<file path="src/hdl/tpi_pkg.sv">
`timescale 1ns / 1ps
// ----------------------------------------------------------------------------
// tpi_pkg
// Shared types, codes and sizes for the time-stamped pose interpolator.
// ----------------------------------------------------------------------------
package tpi_pkg;

  localparam int TABLE_DEPTH = 1024;
  localparam int FRAC_BITS   = 16;
  localparam int IDX_W       = $clog2(TABLE_DEPTH);
  localparam int CNT_W       = $clog2(TABLE_DEPTH + 1);
  localparam int POSE_W      = 6 * 32;
  localparam int ALPHA_W     = FRAC_BITS + 1;
  localparam int DIVC_W      = $clog2(FRAC_BITS + 1);

  localparam logic [1:0] REQ_LOAD  = 2'd0;
  localparam logic [1:0] REQ_QUERY = 2'd1;
  localparam logic [1:0] REQ_CLEAR = 2'd2;
  localparam logic [1:0] REQ_NONE  = 2'd3;

  localparam logic [1:0] ST_OK     = 2'd0;
  localparam logic [1:0] ST_BEFORE = 2'd1;
  localparam logic [1:0] ST_AFTER  = 2'd2;
  localparam logic [1:0] ST_FULL   = 2'd3;

  typedef enum logic [1:0] {OP_LOAD, OP_QUERY, OP_CLEAR, OP_NOP} op_t;

  typedef struct packed {
    logic [1:0]         req_type;
    logic [31:0]        time_req;
    logic signed [31:0] pos_y;
    logic signed [31:0] pos_x;
    logic signed [31:0] pos_z;
    logic signed [31:0] roll;
    logic signed [31:0] pitch;
    logic signed [31:0] yaw;
  } in_t;

  typedef struct packed {
    logic [1:0]         status;
    logic signed [31:0] out_y;
    logic signed [31:0] out_x;
    logic signed [31:0] out_z;
    logic signed [31:0] out_roll;
    logic signed [31:0] out_pitch;
    logic signed [31:0] out_yaw;
    logic [CNT_W-1:0]   entry_count;
  } out_t;

  // pose packed with y in the lowest word, yaw in the highest
  typedef struct packed {
    op_t               op;
    logic [31:0]       time_req;
    logic [POSE_W-1:0] pose;
  } qent_t;

  typedef struct packed {
    logic  valid;
    qent_t ent;
  } head_t;

endpackage

</file>
<file path="src/hdl/tpi_front.sv">
`timescale 1ns / 1ps
// ----------------------------------------------------------------------------
// tpi_front
// Request intake: decodes the request type and holds up to two requests.
// ----------------------------------------------------------------------------
module tpi_front import tpi_pkg::*; (
  input  logic  clk,
  input  logic  rst_n,
  input  logic  start,
  output logic  busy,
  input  in_t   in_item,
  output head_t head,
  input  logic  pop
);

  qent_t      q_r [2];
  logic       wr_r, rd_r;
  logic [1:0] cnt_r;
  qent_t      ent;
  logic       push;

  always_comb begin
    ent.time_req = in_item.time_req;
    ent.pose     = {in_item.yaw, in_item.pitch, in_item.roll,
                    in_item.pos_z, in_item.pos_x, in_item.pos_y};
    unique case (in_item.req_type)
      REQ_LOAD:  ent.op = OP_LOAD;
      REQ_QUERY: ent.op = OP_QUERY;
      REQ_CLEAR: ent.op = OP_CLEAR;
      REQ_NONE:  ent.op = OP_NOP;
      default:   ent.op = OP_NOP;
    endcase
  end

  assign busy       = (cnt_r == 2'd2);
  assign push       = start && !busy;
  assign head.valid = (cnt_r != 2'd0);
  assign head.ent   = q_r[rd_r];

  always_ff @(posedge clk) begin
    if (!rst_n) begin
      wr_r  <= 1'b0;
      rd_r  <= 1'b0;
      cnt_r <= 2'd0;
    end else begin
      if (push) begin
        q_r[wr_r] <= ent;
        wr_r      <= ~wr_r;
      end
      if (pop) rd_r <= ~rd_r;
      cnt_r <= cnt_r + 2'(push) - 2'(pop);
    end
  end

endmodule

</file>
<file path="config.mk">
export PLATFORM = sky130hd
export DESIGN_NAME = tpi_front
export DESIGN_NICKNAME = d
export VERILOG_FILES = /design/src/hdl/tpi_pkg.sv /design/src/hdl/tpi_front.sv
export SDC_FILE = /design/constraint.sdc
export NUM_CORES = 1
export LEC_CHECK = 0
export BUFFER_PORTS_ARGS = -buffer_cell sky130_fd_sc_hd__buf_4
export CAP_MARGIN = 30
export CORE_ASPECT_RATIO = 0.9
export CORE_MARGIN = 3
export CORE_UTILIZATION = 37
export CTS_BUF_LIST = sky130_fd_sc_hd__clkbuf_16
export DETAILED_ROUTE_END_ITERATION = 6
export PLACE_DENSITY = 0.58
export SLEW_MARGIN = 20
export SYNTH_ARGS = -nofsm -noshare
export SYNTH_HDL_FRONTEND = slang
export SYNTH_SLANG_ARGS = --single-unit
export TNS_END_PERCENT = 50
</file>
<file path="constraint.sdc">
create_clock -name clk -period 27.5 [get_ports clk]
set_clock_uncertainty 0.15 [all_clocks]
set_input_delay 2.75 -clock clk [delete_from_list [all_inputs] [get_ports clk]]
set_output_delay 2.75 -clock clk [all_outputs]
set_load 0.005 [all_outputs]
</file>
==> impl_metrics.ini, run 1 <==
[grt]
initial_antenna_violation_count = 6
grt_max_degree = 154
number_of_global_route_vias_before_repair = 8850
global_route.usage.total_pct = 14.6
global_route_wire_length_before_repair_um = 53900
gr-total-overflow = 0

[clocking]
cts_max_path_buffers = 3
cts_hold_buf = 0
tritoncts_clock_tree = built
clkTransAtPathRegs_ns = 0.06
cts_buffers = 49
postCtsResizedCells = 0
clock_latency_ns = 0.56
ctsHtreeMaxLevel = 2
clock-root-buffer = clkbuf_16
post-cts-setup-buffer-count = 0
clock_sinks = 457

[power_and_ir_drop]
switchingPower_uw = 373
seq_power_share_pct = 50.4
sw_frac_of_total_pct = 22.2
power.share.combinational_pct = 13.9
intPower_uw = 1310
power.static_leakage_uw = 0.00863
clock_power_share_pct = 35.7
power.density_cell_area_mw_per_mm2 = 74.0
irDropWorstVdd_uv = 48.6
report.power.total_uw = 1680

[die]
initial_core_util_pct = 37.6
ioPinCount = 458
die_area_mm2 = 0.0489
horizontal_die_dimension_um = 233
std_cell_rows = 74
die_ht_um = 210
core_area_mm2 = 0.0456

[critical_path]
critical_path.cell_chain = buf_12 > mux2_2 > buf_4
startpoint_types = flip-flop
cp.arrival_ns = 2.98
worstSetupPathType = flip-flop to primary output
cp_top_family = flip-flops
worst-endpoint-required_ns = 24.60
endpoint_kind = primary output
cp.buffers_inverters = 2
cp_slowest_cell = dfxtp_4
cp_max_fo = 130
biggest_cell_delay_along_the_critical_path_ns = 0.89

[cells_and_area]
syn_to_final_growth_pct = 32.5
multiInputGateArea_mm2 = 0.00320
design.final.nets = 1452
fillCellCount = 3867
layout.area.seq_mm2 = 0.0137
layout-drive-gt1-share_pct = 60.7
layout.cells.most_common_list = 462 x buf_4, 452 x edfxtp_1, 140 x mux2_4, 86 x mux2_2, 49 x clkbuf_16
layout.cells.most_common = buf_4
post-route-cell-area_mm2 = 0.0227

[synth]
syn_nets = 962
synth_cell_type_count = 19
mappedNetlistArea_mm2 = 0.0171
synthesis.instances = 730
synth-seq-cells = 457
syn-mean-instance-area_um2 = 23.4
seq_area_frac_synth_pct = 79.9
yosysWarningCount = 0

[timing]
clock.fmax_mhz = 170
setup_tns_ns = 0
layout_worst_path_cycle_share_pct = 21.4
hold_slack_ns = 0.389
rsz0062_at_grt = no
tightestPinTransition_ns = 1.15
report.final.slew_viol_count = 0
setup-violations-final = 0
final_critical_path_time_including_i_o_delays_and_setup_ns = 5.88
finalHoldViolCount = 0
max-slew-margin-rel_pct = 23.3

[route]
detail_route.iter0.violations = 526
routed_wl_um = 37300
detail_route.vias_per_cell = 4.56
drt_pass1_iterations = 4
detail_route.wl_per_cell_um = 20.0
vias = 8516
total_drc_errors_in_the_routed_layout = 0
detail-route-antenna-nets = 0

[hold_path]
worst_hold_path_type = flip-flop to flip-flop

[placement]
gp_routability_congestion = 0.726
hpwlAfterDp_um = 25100
placedInstanceArea_mm2 = 0.0212
count_of_input_and_output_buffers = 457

[status]
outcome = finished, final reports clean

[flow_run]
max_cap_violations = 0
final cells by class:
type / instances / share of cell area [%]
flip-flops and latches: 457 / 60.3
repair buffers: 466 / 15.7
multi-input cells: 243 / 14.1
clock buffers: 49 / 5.41
well taps: 608 / 3.35
clock inverters: 37 / 1.02
inverters: 3 / 0.0497
diodes: 4 / 0.0441
through the flow:
stage	cells	utilization, %	setup slack [ns]
after CTS	1862	49.7	21.57
after global placement	1775	46.5	21.68
final	1867	49.8	21.62
after floorplan	730	-	14.33
after detailed placement	1776	46.5	21.70
after global routing	1865	49.8	21.53
power by group through the flow:
| stage | logic, µW | clock network, µW | registers (µW) |
|---|---|---|---|
| after floorplan | 116 | 0 | 873 |
| after global placement | 237 | 0 | 859 |
| after detailed placement | 238 | 0 | 861 |
| after CTS | 239 | 620 | 847 |
| after global routing | 252 | 642 | 851 |
| final | 234 | 598 | 846 |
path summary, 6_finish.rpt:
| kind | depth (start not counted) | endpoint | slack [ns] | start |
|---|---|---|---|---|
| setup / recovery | 3 | head[225] | 21.62 | flip-flop |
| hold / removal | 2 | wr_r | 0.39 | wr_r |
| setup reg to reg | 5 | q_r[1][180] | 24.01 | cnt_r[0] |
| hold reg to reg | 2 | wr_r | 0.39 | wr_r |
layer usage:
metal | global-route usage [%] | wire, µm | part of all wire [%] | up-vias
met5 | 0 | 38 | 0.10 | -
met4 | 6.50 | 1350 | 3.6 | 6
met3 | 6.31 | 3810 | 10 | 80
met2 | 22.8 | 17400 | 47 | 317
met1 | 17.7 | 14800 | 40 | 4219
li1 | - | - | - | 3894
flip-flops by register name, indices dropped and copies added, names as in the netlist, named ones only:
name / flops
rd_r: 1
q_r: 452
cnt_r: 2
wr_r: 1
worst reg2reg max path, cell delays in order (launching register included):
cell and delay [ns]:
dfxtp_1 0.34, nand2b_1 0.20, and2_1 0.20, and3_4 0.56, buf_4 0.75, buf_4 0.87
logic make-up after synthesis:
logic type	share of synthesized area, %
DFF	79.9
muxes	17.9
buffers and inverters	1.46
and+or+nand+nor	0.366
xor gates and xnor gates	0.154
adders and majority gates	0.146
AOI/OAI and AO/OA	0.0366
synth_stat cells, drive strengths merged:
| cell type | number | area share (%) |
|---|---|---|
| nor2 | 1 | 0.022 |
| buf | 25 | 1.4 |
| nand2 | 1 | 0.022 |
| or2 | 1 | 0.037 |
| edfxtp | 452 | 79 |
| xor2 | 1 | 0.051 |
| ha | 2 | 0.15 |
| nand3 | 1 | 0.029 |
| o22ai | 1 | 0.037 |
| inv | 3 | 0.066 |
| dfxtp | 5 | 0.58 |
| and3 | 1 | 0.037 |
| nand2b | 1 | 0.037 |
| mux2 | 226 | 18 |
| and2 | 5 | 0.18 |
| clkbuf | 2 | 0.044 |
| xnor2 | 2 | 0.10 |
Note: power is estimated with default switching activity, not from simulation.
==> run 2, diff against run 1 <==
clock period = 5.82 ns   (was 27.5 ns; I/O delays follow)
==> run 2 against run 1 <==
  * Die area is the same
  * Count of clock-buffer cells in the layout is the same
  * Flip-flop and latch count is the same
  * Worst hold slack lost 0.33 ns
  * Sequential power grew to 4.7 times the previous value
  * Combinational power grew to 4.7 times the previous value
  * Critical path depth grew 1
  * Largest cell class unchanged
  * Largest power group unchanged
==> impl_metrics.ini, run 2 (synthesized netlist as in run 1, its figures left out) <==
[status]
outcome = finished, final reports clean

[power_and_ir_drop]
power.density_cell_area_mw_per_mm2 = 354
power.static_leakage_uw = 0.00869
report.power.total_uw = 8070
irDropWorstVdd_uv = 281

[critical_path]
ff2ff_setup_slack_ns = 3.57
cp.arrival_ns = 2.70
biggest_cell_delay_along_the_critical_path_ns = 0.70
worstSetupPathType = flip-flop to primary output
cp_max_fo = 83
cp_slowest_cell = dfxtp_4
rr_worst_depth = 4
critical_path.cell_chain = buf_12 > buf_12 > mux2_4 > buf_4
worst-endpoint-required_ns = 5.09
worst_r2r_startpoint = cnt_r[0]
endpoint_kind = primary output
startpoint_types = flip-flop
worst_r2r_endpoint = q_r[1][92]
critPathMostFrequentCell = buf_12
timing.critical_path.to = head[86]

[die]
initial_core_util_pct = 37.6
die_area_mm2 = 0.0489
core_area_mm2 = 0.0456
die_ht_um = 210
std_cell_rows = 74
ioPinCount = 458
horizontal_die_dimension_um = 233

[placement]
gp_routability_congestion = 0.753
count_of_input_and_output_buffers = 457
hpwlAfterDp_um = 24600
placement.setup.worst_slack_ns = 2.92
placedInstanceArea_mm2 = 0.0212

[cells_and_area]
final_core_utilization_pct = 50.0
syn_to_final_growth_pct = 33.1
multiInputGateArea_mm2 = 0.00320
top_regs = q_r: 452 flops, cnt_r: 2 flops
design.final.nets = 1450
largest_reg_flops = 452
post-route-cell-area_mm2 = 0.0228
layout.area.seq_mm2 = 0.0137
fillCellCount = 3821
layout.cells.most_common_list = 457 x buf_4, 452 x edfxtp_1, 140 x mux2_4, 86 x mux2_2, 49 x clkbuf_16
layout.cells.most_common = buf_4
layout-drive-gt1-share_pct = 60.4
max_flop_register = q_r

[grt]
global_route.usage.total_pct = 14.6
gr-total-overflow = 0
grt_max_degree = 118
initial_antenna_violation_count = 3
number_of_global_route_vias_before_repair = 8946
global_route_wire_length_before_repair_um = 54200

[clocking]
clock_sinks = 457
cts_buffers = 49
cts_max_path_buffers = 3
clock-root-buffer = clkbuf_16
clkTransAtPathRegs_ns = 0.05
tritoncts_clock_tree = built
post-cts-setup-buffer-count = 0
ctsHtreeMaxLevel = 2
postCtsResizedCells = 0
clock_latency_ns = 0.55
cts_hold_buf = 0

[route]
detail-route-antenna-nets = 0
detail_route.iter0.violations = 497
vias = 8380
detail_route.vias_per_cell = 4.49
total_drc_errors_in_the_routed_layout = 0
detail_route.wl_per_cell_um = 19.9
drt_pass1_iterations = 4
routed_wl_um = 37100

[timing]
report.final.slew_viol_count = 0
setup-violations-final = 0
rsz0062_at_grt = no
final_critical_path_time_including_i_o_delays_and_setup_ns = 3.43
layout_worst_path_cycle_share_pct = 58.9
max-slew-margin-rel_pct = 47.0
finalHoldViolCount = 0
timing.final.ws_setup_ns = 2.39
tightestPinTransition_ns = 0.795
clock.fmax_mhz = 291

[flow_run]
max_cap_violations = 0

[hold_path]
worst_hold_path_type = input pin to flip-flop
hold_path.startpoint = in_item[164]
[run 2: final cells by class]
type,instances,area share (%)
inverters,3,0.0494
well taps,608,3.34
flip-flops and latches,457,60.0
clock inverters,39,1.42
clock buffers,49,5.38
repair buffers,464,15.7
multi-input cells,243,14.1
diodes,2,0.0220
[run 2: critical path: cells and delay by family (launching register included)]
| kind | cells | cell delay [ns] |
|---|---|---|
| DFF | 1 | 0.70 |
| buffers and inverters | 3 | 0.92 |
| muxes | 1 | 0.36 |
[run 2: how the worst min path moves through the flow]
| stage | slack (ns) | cells after the start | end |
|---|---|---|---|
| 5_1_grt | 0.01 | 1 | q_r[1][143] |
| 6_report | 0.05 | 1 | q_r[1][4] |
| 3_5_place_dp | 0.38 | 2 | wr_r |
| 3_3_place_gp | 0.38 | 2 | wr_r |
| 4_1_cts | 0.005 | 1 | q_r[1][189] |
| 2_1_floorplan | 0.35 | 2 | wr_r |
[run 2: per-stage QoR]
stage	hold WS, ns	TNS [ns]	instances
after floorplan	0.353	-196.79	730
after global placement	0.375	0	1774
after detailed placement	0.380	0	1775
after CTS	0.00474	0	1863
after global routing	0.0140	0	1864
final	0.0544	0	1865
[run 2: power breakdown]
| part | leakage, µW | switching [µW] | internal (µW) | total [µW] |
|---|---|---|---|---|
| clock network | 0.000811 | 1190 | 1790 | 2980 |
| logic | 0.00370 | 475 | 628 | 1100 |
| registers | 0.00418 | 67.1 | 3920 | 3990 |
| total | 0.00869 | 1730 | 6340 | 8070 |
[run 2: metal layers]
| metal | up-vias | share of wire [%] | track usage (%) |
|---|---|---|---|
| li1 | 3894 | - | - |
| met1 | 4118 | 40 | 17.7 |
| met2 | 304 | 47 | 23.3 |
| met3 | 62 | 10 | 6.30 |
| met4 | 2 | 2.8 | 5.35 |
| met5 | - | 0.035 | 0 |
==> run 3, diff against run 2 <==
clock period = 3.4 ns   (was 5.82 ns; I/O delays follow)
==> run 3 against run 2 <==
  * Die area is the same
  * Critical path depth shrank 1
  * Critical endpoint is now head[43]
  * First-iteration DRC count shrank 6.8%
  * Flip-flop and latch count is the same
  * Sequential power grew 71%
==> impl_metrics.ini, run 3 (synthesized netlist as in run 1, its figures left out) <==
[hold_path]
worst_hold_path_type = input pin to flip-flop

[cells_and_area]
max_flop_register = q_r
fillCellCount = 3595
layout.cells.most_common = buf_4
syn_to_final_growth_pct = 47.1
design.final.nets = 1684
top_regs = q_r: 452 flops, cnt_r: 2 flops
final_core_utilization_pct = 55.3
layout.cells.most_common_list = 459 x buf_4, 452 x edfxtp_1, 229 x dlygate4sd3_1, 140 x mux2_4, 86 x mux2_2
largest_reg_flops = 452
layout-drive-gt1-share_pct = 51.4

[timing]
timing.final.ws_setup_ns = 0.743
clock.fmax_mhz = 376
rsz0062_at_grt = no
tightestPinTransition_ns = 0.864
finalHoldViolCount = 0
final_critical_path_time_including_i_o_delays_and_setup_ns = 2.66
setup-violations-final = 0
layout_worst_path_cycle_share_pct = 78.1
report.final.slew_viol_count = 0
max-slew-margin-rel_pct = 42.4

[clocking]
cts_buffers = 48
clkTransAtPathRegs_ns = 0.06
clock_latency_ns = 0.55
clock-root-buffer = clkbuf_16
post-cts-setup-buffer-count = 0
tritoncts_clock_tree = built
clock_sinks = 457
cts_max_path_buffers = 3
ctsHtreeMaxLevel = 2

[grt]
grt_max_degree = 136
global_route_wire_length_before_repair_um = 59300
initial_antenna_violation_count = 3
gr-total-overflow = 0
global_route.usage.total_pct = 15.8
number_of_global_route_vias_before_repair = 10100

[route]
vias = 9434
detail-route-antenna-nets = 0
detail_route.iter0.violations = 463
routed_wl_um = 39500
detail_route.vias_per_cell = 4.49
drt_pass1_iterations = 6
total_drc_errors_in_the_routed_layout = 0
detail_route.wl_per_cell_um = 18.8

[critical_path]
cp_max_fo = 23
worst_r2r_startpoint = cnt_r[0]
worst-endpoint-required_ns = 2.91
timing.critical_path.to = head[43]
startpoint_types = flip-flop
critical_path.cell_chain = buf_4 > mux2_2 > buf_4
cp_slowest_cell = dfxtp_4
rr_worst_depth = 4
endpoint_kind = primary output
worst_r2r_endpoint = q_r[1][123]
worstSetupPathType = flip-flop to primary output
biggest_cell_delay_along_the_critical_path_ns = 0.69
ff2ff_setup_slack_ns = 1.28
cp.arrival_ns = 2.17
critPathMostFrequentCell = buf_4

[flow_run]
max_cap_violations = 0

[power_and_ir_drop]
irDropWorstVdd_uv = 399
power.density_cell_area_mw_per_mm2 = 560
power.static_leakage_uw = 0.00969
report.power.total_uw = 14100

[die]
std_cell_rows = 74
die_ht_um = 210
horizontal_die_dimension_um = 233
initial_core_util_pct = 37.6
ioPinCount = 458
core_area_mm2 = 0.0456
die_area_mm2 = 0.0489

[placement]
placement.setup.worst_slack_ns = 1.22
count_of_input_and_output_buffers = 457
gp_routability_congestion = 0.764
hpwlAfterDp_um = 25300

[status]
outcome = finished, final reports clean
run 3: cell count changes in the layout (fill, tap and decap cells not counted), sizes merged:
cell,change
inv,-2
clkinv,+1
dlygate4sd3,+229
buf,+6
run 3: worst min-delay path by stage:
| stage | start | endpoint | cells after the start |
|---|---|---|---|
| final | in_item[173] | q_r[0][13] | 2 |
| after detailed placement | in_item[206] | q_r[1][206] | 1 |
| after floorplan | in_item[160] | q_r[0][0] | 0 |
| after global placement | wr_r | wr_r | 2 |
| after CTS | in_item[150] | q_r[0][54] | 2 |
| after global routing | in_item[108] | q_r[1][76] | 2 |
run 3: critical path, delay by kind of cell (launching register included):
kind	cells	cell delay (ns)
buffers and inverters	2	0.52
flip-flops	1	0.69
multiplexers	1	0.39
run 3: timing repair:
item,CTS,global route
endpoints found under the hold margin,457,0
hold buffers,229,0
resized for setup,0,0
run 3: metal layers:
metal	up-vias	GRT usage [%]	part of all wire, %
met5	-	0	0.033
li1	4362	-	-
met4	2	6.07	3.3
met1	4680	19.5	40
met3	77	4.86	7.6
met2	313	26.0	49
run 3: report_power, final:
| group | internal [µW] | total, µW | switching, µW |
|---|---|---|---|
| Clock | 3050 | 5090 | 2030 |
| Sequential | 6720 | 6830 | 117 |
| Combinational | 1270 | 2170 | 902 |
| Total | 11000 | 14100 | 3050 |
run 3: cell type report:
class / count / area, µm² / area share [%]
sequential: 457 / 13700 / 54.3
timing repair buffer: 699 / 5960 / 23.7
multi-input combinational: 243 / 3220 / 12.8
clock buffer: 49 / 1230 / 4.87
tap: 608 / 761 / 3.02
clock inverter: 38 / 318 / 1.26
inverter: 3 / 11.3 / 0.0447
antenna: 2 / 5.00 / 0.0199
run 3: through the flow:
stage | TNS (ns) | area (µm²) | hold WS (ns) | cells
2_1_floorplan | -361.46 | 17100 | 0.289 | 730
3_3_place_gp | 0 | 21300 | 0.372 | 1781
3_5_place_dp | 0 | 21300 | 0.378 | 1781
4_1_cts | 0 | 25200 | 0.311 | 2097
5_1_grt | 0 | 25200 | 0.326 | 2098
6_report | 0 | 25200 | 0.365 | 2099
